<file path="config.mk">
export PLATFORM = sky130hd
export DESIGN_NAME = qrs_div_cell
export DESIGN_NICKNAME = d
export VERILOG_FILES = /design/src/hdl/qrs_pkg.sv /design/src/hdl/qrs_div_cell.sv
export SDC_FILE = /design/constraint.sdc
export NUM_CORES = 1
export LEC_CHECK = 0
export ABC_AREA = 1
export BUFFER_PORTS_ARGS = -buffer_cell sky130_fd_sc_hd__buf_2
export CAP_MARGIN = 20
export CORE_ASPECT_RATIO = 0.7
export CORE_MARGIN = 10
export CORE_UTILIZATION = 52
export CTS_BUF_LIST = sky130_fd_sc_hd__clkbuf_8 sky130_fd_sc_hd__clkbuf_16
export DETAILED_ROUTE_END_ITERATION = 16
export GPL_TIMING_DRIVEN = 0
export MAX_ROUTING_LAYER = met4
export PLACE_DENSITY = 0.82
export SETUP_SLACK_MARGIN = 0.02
export SLEW_MARGIN = 20
export SYNTH_ARGS = -nofsm -noshare
export SYNTH_HDL_FRONTEND = slang
export SYNTH_SLANG_ARGS = --single-unit
export TNS_END_PERCENT = 30
</file>
<file path="constraint.sdc">
create_clock -name aclk -period 1.9 [get_ports aclk]
set_input_delay 0 -clock aclk [delete_from_list [all_inputs] [get_ports aclk]]
set_output_delay 0 -clock aclk [all_outputs]
set_load 0.02 [all_outputs]
</file>
<file path="src/hdl/qrs_pkg.sv">
package qrs_pkg;

    // Coefficient format and the widths that follow from it.
    localparam int CW    = 32;          // coefficient and root part width
    localparam int FB    = 16;          // fraction bits
    localparam int PW    = 2 * CW;      // product of two magnitudes
    localparam int SW    = CW + 1;      // square root of the discriminant
    localparam int SQ_RW = SW + 3;      // square root partial remainder
    localparam int NSW   = SW + 2;      // signed numerator -b +/- s
    localparam int NMW   = SW + 1;      // numerator magnitude
    localparam int QW    = NMW + FB;    // dividend and quotient width
    localparam int DENW  = CW + 1;      // magnitude of 2a

    localparam logic [1:0] ST_OK     = 2'd0;
    localparam logic [1:0] ST_A_ZERO = 2'd1;
    localparam logic [1:0] ST_SAT    = 2'd2;

    typedef struct packed {
        logic signed [CW-1:0] b;
        logic                 a_neg;
        logic                 a_zero;
        logic                 dneg;
        logic [DENW-1:0]      den_mag;
    } sq_side_t;

    typedef struct packed {
        logic [SQ_RW-1:0] rem;
        logic [SW-1:0]    root;
        logic [2*SW-1:0]  rad;
        sq_side_t         side;
    } sq_t;

    typedef struct packed {
        logic            neg_x;
        logic            neg_y;
        logic            neg_m;
        logic            a_zero;
        logic            dneg;
        logic [DENW-1:0] den_mag;
    } dv_side_t;

    typedef struct packed {
        logic [DENW:0] rem_x;
        logic [DENW:0] rem_y;
        logic [QW-1:0] nq_x;
        logic [QW-1:0] nq_y;
        dv_side_t      side;
    } dv_t;

    typedef struct packed {
        logic signed [CW-1:0] value;
        logic                 sat;
    } part_t;

    // Rounds a quotient magnitude to nearest (ties away from zero), applies the
    // sign and saturates to the signed coefficient range.
    function automatic part_t fx_finish(input logic [QW-1:0] q, input logic [DENW:0] rem,
                                        input logic [DENW-1:0] dm, input logic neg);
        logic          up;
        logic [QW:0]   qr;
        logic [QW:0]   lim;
        logic [CW-1:0] mag;
        part_t         res;
        up = (rem >= ({1'b0, dm} - rem));
        qr = {1'b0, q} + (QW+1)'(up);
        if (neg) begin
            lim = (QW+1)'(1) << (CW - 1);
        end else begin
            lim = ((QW+1)'(1) << (CW - 1)) - (QW+1)'(1);
        end
        res.sat = (qr > lim);
        mag = res.sat ? lim[CW-1:0] : qr[CW-1:0];
        res.value = neg ? $signed(-mag) : $signed(mag);
        return res;
    endfunction

endpackage

</file>
<file path="src/hdl/qrs_div_cell.sv">
module qrs_div_cell import qrs_pkg::*; (
    input  logic aclk,
    input  logic aresetn,
    input  logic en,
    input  logic in_valid,
    input  dv_t  in_data,
    output logic out_valid,
    output dv_t  out_data
);

    logic          valid_reg;
    dv_t           data_reg;
    dv_t           data_next;
    logic [DENW:0] dm;
    logic [DENW:0] sh_x;
    logic [DENW:0] sh_y;
    logic          ge_x;
    logic          ge_y;

    // Two restoring dividers side by side share the divisor. The dividend
    // shifts out at the top while quotient bits shift in at the bottom.
    always_comb begin
        dm   = {1'b0, in_data.side.den_mag};
        sh_x = {in_data.rem_x[DENW-1:0], in_data.nq_x[QW-1]};
        sh_y = {in_data.rem_y[DENW-1:0], in_data.nq_y[QW-1]};
        ge_x = (sh_x >= dm);
        ge_y = (sh_y >= dm);
        data_next       = in_data;
        data_next.rem_x = ge_x ? (sh_x - dm) : sh_x;
        data_next.rem_y = ge_y ? (sh_y - dm) : sh_y;
        data_next.nq_x  = {in_data.nq_x[QW-2:0], ge_x};
        data_next.nq_y  = {in_data.nq_y[QW-2:0], ge_y};
    end

    always_ff @(posedge aclk) begin
        if (!aresetn) begin
            valid_reg <= 1'b0;
        end else if (en) begin
            valid_reg <= in_valid;
        end
    end

    always_ff @(posedge aclk) begin
        if (en) begin
            data_reg <= data_next;
        end
    end

    assign out_valid = valid_reg;
    assign out_data  = data_reg;

endmodule

</file>
==> impl_metrics.env <==
export IMPL_outcome="complete, but fails checks"
export IMPL_violations="negative hold slack"
export IMPL_yosysMostFrequentCell="nand2_1"
export IMPL_die_y_um=149.7
export IMPL_dp_hpwl_um=39000
export IMPL_grt_antenna_before_repair=12
export IMPL_rows=47
export IMPL_synth_cell_type_count=38
export IMPL_layout_drive_gt1_share_pct=23.26
export IMPL_arrival_ns=2.12
export IMPL_fp_dieW_um=205.3
export IMPL_cts_tree="built"
export IMPL_p_switching_mw=4.751
export IMPL_routed_wl_um=52770
export IMPL_p_int_mw=9.655
export IMPL_wl_per_cell_um=20.95
export IMPL_post_route_drc_count=0
export IMPL_syn_inst=1529
export IMPL_synth_area_per_cell_sq_um=8.171
export IMPL_start_util_pct=52.85
export IMPL_seq_area_frac_synth_pct=49.67
export IMPL_r2r_start="out_valid"
export IMPL_min_delay_start="in_data[138]"
export IMPL_area_growth_pct=42.91
export IMPL_drt_pass1_iterations=6
export IMPL_synth_flop_cell="edfxtp_1"
export IMPL_clock_sinks=207
export IMPL_drtIter0Drc=1406
export IMPL_post_route_util_pct=75.53
export IMPL_comb_power_share_pct=29.2
export IMPL_synth_top_area_share_pct=49.51
export IMPL_synth_enable_flop_cells=206
export IMPL_critPathMaxFanout=10
export IMPL_clkSlewWorstSetupHoldPaths_ns=0.07
export IMPL_vias_per_cell=5.233
export IMPL_fin_total_pwr_mw=14.41
export IMPL_swShare_pct=32.98
export IMPL_htreeDepth=1
export IMPL_grt_first_pass_wirelength_um=75890
export IMPL_cp_start_kind="input pin"
export IMPL_gp_congestion=0.9636
export IMPL_ioPinCount=417
export IMPL_vias=13180
export IMPL_cts_buffer_depth=3
export IMPL_grt_start_max_net_pins=101
export IMPL_p_seq_share_pct=40.0
export IMPL_hold_class="input pin to register"
export IMPL_numPortBuffers=414
export IMPL_grt_ovfl_total=0
export IMPL_finalClockSkew_ns=0
export IMPL_synth_nets=1807
export IMPL_tightest_slew_ns=0.5765
export IMPL_ant_nets=0
export IMPL_cellPowerDensity_mw_per_mm2=806.9
export IMPL_gr_usage_all_layers_pct=33.72
export IMPL_rsz0062_at_grt="false"
export IMPL_period_needed_ns=1.850
export IMPL_synth_seq_cells=207
export IMPL_ys_warn_count=0
export IMPL_tns_ns=0
export IMPL_fmax_mhz=540.4
export IMPL_yosys_top_cells_area="edfxtp_1 (50%), nand2_1 (19%), inv_1 (7.6%)"
export IMPL_setup_viol=0
export IMPL_clock_latency_ns=0.51
export IMPL_reg2reg_slack_ns=0.69
export IMPL_ir_worst_vdd_mv=0.6734
export IMPL_cp_data_required_time_ns=2.16
export IMPL_p_leak_nw=9.123
export IMPL_final_hold_viol_count=1
export IMPL_worstSetupStartpoint="in_data[0]"
export IMPL_post_route_period_util_pct=97.39
export IMPL_slew_violations=0
export IMPL_grt_pass1_vias=12860
export IMPL_synth_async_reset_ratio_pct=0
export IMPL_synth_top_area_cell="edfxtp_1"
export IMPL_cp_end_kind="register"
export IMPL_clkPwrFrac_pct=30.8
export IMPL_ctsRootBufferMaster="clkbuf_16"
export IMPL_synth_commonest_cells="nand2_1 (627), inv_1 (252), edfxtp_1 (206)"
export IMPL_path_class="input pin to register"
export IMPL_core_area_sq_mm=0.02364
export IMPL_cts_buffers=21
export IMPL_netlist_area_sq_mm=0.01249
export IMPL_nets=2453
export IMPL_slew_headroom_pct=61.57
export IMPL_cap_violations=0
export IMPL_dieArea_sq_mm=0.03072
export IMPL_holdWs_ns=-0.01626
-- layer usage --
layer  wire [um]  vias up  share of wire [%]  global-route usage [%]
met1       19730     6163                 37                   39.81
met3        5576      120                 11                   9.071
met4        2161        0                4.1                   13.26
met5           0        -                  0                       -
li1            -     6161                  -                       -
met2       25300      738                 48                   54.25
-- timing repair --
| item | 4_1_cts | 5_1_grt |
|---|---|---|
| hold endpoints to repair | 250 | 1 |
| hold buffers | 206 | 1 |
| setup endpoints to repair | 0 | 19 |
| buffers inserted | 0 | 0 |
| gates resized for setup | 0 | 4 |
-- critical path, cell delays in order --
cell     delay, ns
buf_2         0.18
ha_1          0.23
inv_1         0.11
fa_1          0.46
nand3_1       0.15
nand3_2       0.14
nand2_1       0.10
nand2_2       0.08
nand3_4       0.10
nand2_8       0.10
buf_4         0.22
nand3_1       0.15
nand2_1       0.08
-- placed cells by master, fill, tap and decap left out, drive strengths merged, types with 14 or more instances in the layout --
master | Yosys | routed
clkbuf | 0 | 21
a21oi | 50 | 50
buf | 12 | 428
nand4 | 14 | 14
ha | 66 | 66
nand2 | 641 | 641
edfxtp | 206 | 206
nand3 | 74 | 74
nor2 | 111 | 111
inv | 262 | 266
xor2 | 28 | 28
o21ai | 15 | 15
dlygate4sd3 | 0 | 207
-- worst paths after layout --
path / end / cells after the start
hold / removal: out_data[139] / 4
setup reg to reg: out_valid / 3
hold reg to reg: out_valid / 3
setup / recovery: out_data[203] / 13
-- metrics by stage --
step,instance area (sq um),setup WS [ns],std cells
global placement,14960,-1.816,2261
CTS,17800,0.1396,2505
global route,17850,0.01945,2517
finish,17850,0.04963,2519
detailed placement,15030,-0.3745,2263
floorplan,12490,0.1898,1529
-- kinds of logic after synthesis --
family | after synthesis | synth area share [%]
xor gates and xnor gates | 31 | 2.173
AOI/OAI and AO/OA | 75 | 3.265
DFF | 207 | 49.67
buffers and inverters | 275 | 8.943
and+or+nand+nor | 873 | 29.01
adders and majority gates | 68 | 6.930
-- flip-flops by register name (all words and copies together) (netlist names) --
name       flops
out_valid      1
out_data     206
-- power by group through the flow --
| stage | logic [mW] | registers (mW) | clock network [mW] |
|---|---|---|---|
| 2_1_floorplan | 1.63 | 6.45 | 0 |
| 3_3_place_gp | 3.64 | 5.84 | 0 |
| 3_5_place_dp | 3.70 | 5.83 | 0 |
| 4_1_cts | 4.06 | 5.74 | 4.39 |
| 5_1_grt | 4.53 | 5.79 | 4.59 |
| 6_report | 4.21 | 5.77 | 4.43 |
-- layout make-up --
cell class              instances  area (sq um)
plain buffers                  12         127.6
flip-flops and latches        207          6206
repair buffers                623          4209
diodes                         13         32.53
clock buffers                  21         525.5
fillers                      1753          5786
well taps                     318         397.9
multi-input cells            1047          5182
clock inverters                15         183.9
inverters                     263         989.7
(Power assumes the default switching activity.)
