==> config.mk <==
export PLATFORM = sky130hd
export DESIGN_NAME = qrs_sqrt_cell
export DESIGN_NICKNAME = d
export VERILOG_FILES = /design/src/hdl/qrs_pkg.sv /design/src/hdl/qrs_sqrt_cell.sv
export SDC_FILE = /design/constraint.sdc
export NUM_CORES = 1
export LEC_CHECK = 0
export ABC_AREA = 1
export BUFFER_PORTS_ARGS = -buffer_cell sky130_fd_sc_hd__buf_2
export CAP_MARGIN = 20
export CORE_AREA = 2 2 157 159
export CTS_BUF_LIST = sky130_fd_sc_hd__clkbuf_4
export CTS_CLUSTER_DIAMETER = 50
export DETAILED_ROUTE_END_ITERATION = 16
export DIE_AREA = 0 0 159 161
export HOLD_SLACK_MARGIN = 0.15
export PLACE_DENSITY = 0.7
export SLEW_MARGIN = 20
export SYNTH_ARGS = -nofsm -noshare
export SYNTH_HDL_FRONTEND = slang
export SYNTH_SLANG_ARGS = --single-unit
export TNS_END_PERCENT = 10
==> constraint.sdc <==
create_clock -name aclk -period 2.2 [get_ports aclk]
set_input_delay 0.11 -clock aclk [delete_from_list [all_inputs] [get_ports aclk]]
set_output_delay 0.11 -clock aclk [all_outputs]
set_load 0.01 [all_outputs]
==> src/hdl/qrs_pkg.sv <==
package qrs_pkg;

    // Coefficient format and the widths that follow from it.
    localparam int CW    = 32;          // coefficient and root part width
    localparam int FB    = 16;          // fraction bits
    localparam int PW    = 2 * CW;      // product of two magnitudes
    localparam int SW    = CW + 1;      // square root of the discriminant
    localparam int SQ_RW = SW + 3;      // square root partial remainder
    localparam int NSW   = SW + 2;      // signed numerator -b +/- s
    localparam int NMW   = SW + 1;      // numerator magnitude
    localparam int QW    = NMW + FB;    // dividend and quotient width
    localparam int DENW  = CW + 1;      // magnitude of 2a

    localparam logic [1:0] ST_OK     = 2'd0;
    localparam logic [1:0] ST_A_ZERO = 2'd1;
    localparam logic [1:0] ST_SAT    = 2'd2;

    typedef struct packed {
        logic signed [CW-1:0] b;
        logic                 a_neg;
        logic                 a_zero;
        logic                 dneg;
        logic [DENW-1:0]      den_mag;
    } sq_side_t;

    typedef struct packed {
        logic [SQ_RW-1:0] rem;
        logic [SW-1:0]    root;
        logic [2*SW-1:0]  rad;
        sq_side_t         side;
    } sq_t;

    typedef struct packed {
        logic            neg_x;
        logic            neg_y;
        logic            neg_m;
        logic            a_zero;
        logic            dneg;
        logic [DENW-1:0] den_mag;
    } dv_side_t;

    typedef struct packed {
        logic [DENW:0] rem_x;
        logic [DENW:0] rem_y;
        logic [QW-1:0] nq_x;
        logic [QW-1:0] nq_y;
        dv_side_t      side;
    } dv_t;

    typedef struct packed {
        logic signed [CW-1:0] value;
        logic                 sat;
    } part_t;

    // Rounds a quotient magnitude to nearest (ties away from zero), applies the
    // sign and saturates to the signed coefficient range.
    function automatic part_t fx_finish(input logic [QW-1:0] q, input logic [DENW:0] rem,
                                        input logic [DENW-1:0] dm, input logic neg);
        logic          up;
        logic [QW:0]   qr;
        logic [QW:0]   lim;
        logic [CW-1:0] mag;
        part_t         res;
        up = (rem >= ({1'b0, dm} - rem));
        qr = {1'b0, q} + (QW+1)'(up);
        if (neg) begin
            lim = (QW+1)'(1) << (CW - 1);
        end else begin
            lim = ((QW+1)'(1) << (CW - 1)) - (QW+1)'(1);
        end
        res.sat = (qr > lim);
        mag = res.sat ? lim[CW-1:0] : qr[CW-1:0];
        res.value = neg ? $signed(-mag) : $signed(mag);
        return res;
    endfunction

endpackage

==> src/hdl/qrs_sqrt_cell.sv <==
module qrs_sqrt_cell import qrs_pkg::*; (
    input  logic aclk,
    input  logic aresetn,
    input  logic en,
    input  logic in_valid,
    input  sq_t  in_data,
    output logic out_valid,
    output sq_t  out_data
);

    logic             valid_reg;
    sq_t              data_reg;
    sq_t              data_next;
    logic [SQ_RW-1:0] rem_sh;
    logic [SQ_RW-1:0] trial;
    logic             ge;

    // One root bit per cell: bring down two radicand bits, try 4r+1.
    always_comb begin
        rem_sh = {in_data.rem[SQ_RW-3:0], in_data.rad[2*SW-1 -: 2]};
        trial  = SQ_RW'({in_data.root, 2'b01});
        ge     = (rem_sh >= trial);
        data_next      = in_data;
        data_next.rem  = ge ? (rem_sh - trial) : rem_sh;
        data_next.root = {in_data.root[SW-2:0], ge};
        data_next.rad  = {in_data.rad[2*SW-3:0], 2'b00};
    end

    always_ff @(posedge aclk) begin
        if (!aresetn) begin
            valid_reg <= 1'b0;
        end else if (en) begin
            valid_reg <= in_valid;
        end
    end

    always_ff @(posedge aclk) begin
        if (en) begin
            data_reg <= data_next;
        end
    end

    assign out_valid = valid_reg;
    assign out_data  = data_reg;

endmodule

==> flow_summary.toml, run 1 <==
[status]
status = "aborted with a tool error"
haltStage = "clock tree synthesis"
toolErrorMsg = "[ERROR RSZ-0060] Max buffer count reached."

[clock_tree]
clockRootBuffer = "clkbuf_4"
cts_buffer_depth = 3
hold_buffers = 347
cts.repair.resized = 0
cts_made_buffers = 54
cts.htree.levels = 2
clock_sinks = 202
cts_setup_buffers = 0

[placed_design]
portBuffers = 406
hpwl_um = 25600
place.gp.congestion = 0.923

[die]
die_h_um = 161
ios = 411
fp.dieW_um = 159
start_util_pct = 39.6
num_rows = 57

[yosys]
ys_types = 28
ys.flop_type = "edfxtp_1"
synth_area_mm2 = 0.00948
synthArstFlopShare_pct = 0
yosys.area.top_type = "edfxtp_1"
synthTopCellsByCount = "289 x nand2_1, 201 x edfxtp_1, 138 x inv_1"
synth-edff-count = 201
ys_ff_latch = 202
synth_cells = 895
synth_seq_area_share_pct = 63.9
avgSynthCellArea_um2 = 10.6
yosysTopAreaCellShare_pct = 63.6
synthTopCellsByArea = "edfxtp_1 64%, nand2_1 11%, inv_1 5.5%"
ys_warn_count = 0
yosysMostFrequentCell = "nand2_1"
metrics by stage:
step	util (%)	instance area [um2]	cells	hold WS, ps	setup WS (ps)
detailed placement	50.3	12100	1638	288	92.0
floorplan	-	9490	896	203	415
global placement	50.3	12100	1638	287	100
kinds of logic after synthesis:
kind of cell / after synthesis / share of synthesized area [%]
AO/OA/AOI/OAI: 46 / 2.73
AND/OR/NAND/NOR: 444 / 20.4
buffers and inverters: 148 / 6.57
other: 1 / 0.0395
XOR/XNOR: 19 / 1.75
adder cells (fa/ha/maj): 35 / 4.62
flip-flops: 202 / 63.9
==> run 2: changes to the inputs <==
CORE_AREA = 2 2 198 200   (was 2 2 157 159)
CTS_BUF_LIST = not set   (was sky130_fd_sc_hd__clkbuf_4)
CTS_CLUSTER_DIAMETER = not set   (was 50)
DIE_AREA = 0 0 200 202   (was 0 0 159 161)
HOLD_SLACK_MARGIN = not set   (was 0.15)
PLACE_DENSITY = not set   (was 0.7)
PLACE_DENSITY_LB_ADDON = 0.15   (was not set)
==> run 2 against run 1 <==
Compared with the run above: the run now ends clean; synthesized cell count unchanged; synthesized area is the same.
==> flow_summary.toml, run 2 <==
[yosys]
synth_seq_area_share_pct = 63.9
yosysMostFrequentCell = "nand2_1"
synthTopCellsByArea = "edfxtp_1 64%, nand2_1 11%, inv_1 5.5%"
synthTopCellsByCount = "289 x nand2_1, 201 x edfxtp_1, 138 x inv_1"
ys.flop_type = "edfxtp_1"
synthArstFlopShare_pct = 0
yosys.area.top_type = "edfxtp_1"
ys_warn_count = 0
ys_ff_latch = 202
synth_cells = 895
avgSynthCellArea_um2 = 10.6
synth_area_mm2 = 0.00948
ys_types = 28
synth-edff-count = 201
yosysTopAreaCellShare_pct = 63.6

[layout]
drive_gt1_share_pct = 35.5
final_common_cell = "buf_2"
area_delta_synth_final_pct = 63.0
fillers = 3860
nNetsFinal = 1802
largest_reg_flops = 201
layout_common_cells = "402 x buf_2, 283 x nand2_1, 202 x dlygate4sd3_1, 201 x edfxtp_1, 137 x inv_1"

[placed_design]
hpwl_um = 27000
place.gp.congestion = 0.847
portBuffers = 406

[detailed_routing]
avgRoutedWirePerCell_um = 16.6
drcViolationCount = 0
drt_iter0_drc = 342
vias = 8422
dr.pass1.iters = 4
routed_wl_um = 34800
vias_per_cell = 4.02
detail-route-antenna-nets = 0

[power]
internal_power_uw = 8010
p_leak_uw = 0.00723
seqPwrFrac_pct = 43.2
ir_drop_v = 0.000515
netSwitchingFraction_pct = 27.1
clock_power_share_pct = 35.6
combPwrFrac_pct = 21.2
power.switching_uw = 2970
power.density_mw_per_mm2 = 710

[sta]
rsz0062_at_grt = "true"
fin_skew_ps = 0
setup-tns-final_ps = 0
fin_crit_ps = 2070
final-hold-violation-count = 0
final-setup-viol-count = 0
holdWs_ps = 75.3
timing.fmax_mhz = 483
fin_crit_sh_pct = 94.2
slew_violations = 0

[grt]
grt_pass1_vias = 8507
grt_antenna_before_repair = 1
grt_max_degree = 47
grtUsageTotal_pct = 16.5
gr-total-overflow = 0
grt_pass1_wl_um = 49800

[die]
dieArea_mm2 = 0.0404
core_area_mm2 = 0.0383
ios = 411
num_rows = 72
fp.dieW_um = 200
die_h_um = 202
start_util_pct = 24.8

[clock_tree]
clockRootBuffer = "clkbuf_16"
cts_made_buffers = 25
cts_buffer_depth = 3
cts.htree.levels = 1
clock_latency_ps = 520
clock_sinks = 202
cts_tree = "yes"
clkTransAtPathRegs_ps = 60

[critical_path]
cp-startpoint = "in_data[140]"
crit_type = "input pin to register"
cp.required_ps = 2470
startpoint_type = "input pin"
path_max_fanout = 8
worstReg2RegStart = "out_valid$_SDFFE_PN0P_"
arrival_ps = 2350
critPathCaptureType = "register"

[flow_run]
maxCapViolCount = 0

[worst_hold_path]
hp-class = "input pin to register"
worstHoldStart = "in_data[133]"

[status]
status = "completed"
-- run 2: cell counts after synthesis --
Identical to the previous run, type by type.
-- run 2: cell type report --
cell class / count / area [um2] / share of cell area (%)
Sequential cell: 202 / 6060 / 39.2
Timing Repair Buffer: 646 / 4440 / 28.7
Multi-Input combinational cell: 546 / 3020 / 19.5
Tap cell: 518 / 648 / 4.19
Clock buffer: 30 / 644 / 4.17
Inverter: 139 / 522 / 3.37
Clock inverter: 14 / 123 / 0.793
Antenna cell: 2 / 5.00 / 0.0324
-- run 2: cells by family (layout without fill, tap and decap cells) --
group                      count (synthesis)  count (layout)  share of synthesized area, %
AOI/OAI and AO/OA                         46              46                          2.73
xor gates and xnor gates                  19              19                          1.75
adders and majority gates                 35              35                          4.62
buffers and inverters                    148             829                          6.57
DFF                                      202             202                          63.9
other                                      1               4                        0.0395
and+or+nand+nor                          444             444                          20.4
-- run 2: worst max-delay path: stages --
cell and delay [ps]:
dlygate4sd3_1 530, buf_2 110, inv_1 40, ha_1 340, nand2_1 160, nor2_2 170
and2_1 170, nand3_1 90, nand3_1 100, nor2_2 50, nand2_4 100, inv_2 70
buf_4 170, nand2_1 60, nand2_1 60
-- run 2: stage by stage --
stage          cells  util [%]  area [um2]  power, uW  setup WS, ps
2_1_floorplan    896         -        9490       5800           415
3_3_place_gp    1847      32.5       12400       6820          7.19
3_5_place_dp    1847      32.5       12400       6820          7.73
4_1_cts         2093      39.8       15200      11100          33.5
5_1_grt         2096      40.4       15500      11600         -17.8
6_report        2097      40.4       15500      11000           128
-- run 2: timing repair --
action	in CTS	in global routing
setup endpoints to repair	0	36
setup buffers	0	2
hold buffers	202	0
hold endpoints to repair	234	0
resized for setup	0	43
-- run 2: final timing paths --
path | to | slack (ps) | cells after the start
worst min-delay path | out_data[168]$_DFFE_PP_ | 80 | 3
worst max-delay path | out_data[197]$_DFFE_PP_ | 130 | 15
worst min register to register | out_valid$_SDFFE_PN0P_ | 1150 | 3
worst max register to register | out_valid$_SDFFE_PN0P_ | 970 | 3
-- run 2: layer usage --
metal | global-route usage, % | up-vias | part of all wire, %
met2 | 30.2 | 248 | 51
met3 | 3.12 | 37 | 5.8
met4 | 4.55 | 0 | 2.2
met1 | 19.5 | 3891 | 41
li1 | - | 4246 | -
met5 | 0 | - | 0
-- run 2: power by group through the flow --
stage / Combinational, uW / Clock [uW] / Sequential [uW]
after global routing: 2580 / 4210 / 4790
after detailed placement: 1990 / 0 / 4830
after floorplan: 777 / 0 / 5020
final: 2330 / 3910 / 4750
after global placement: 1990 / 0 / 4830
after CTS: 2300 / 4080 / 4760
(Power assumes the default switching activity.)
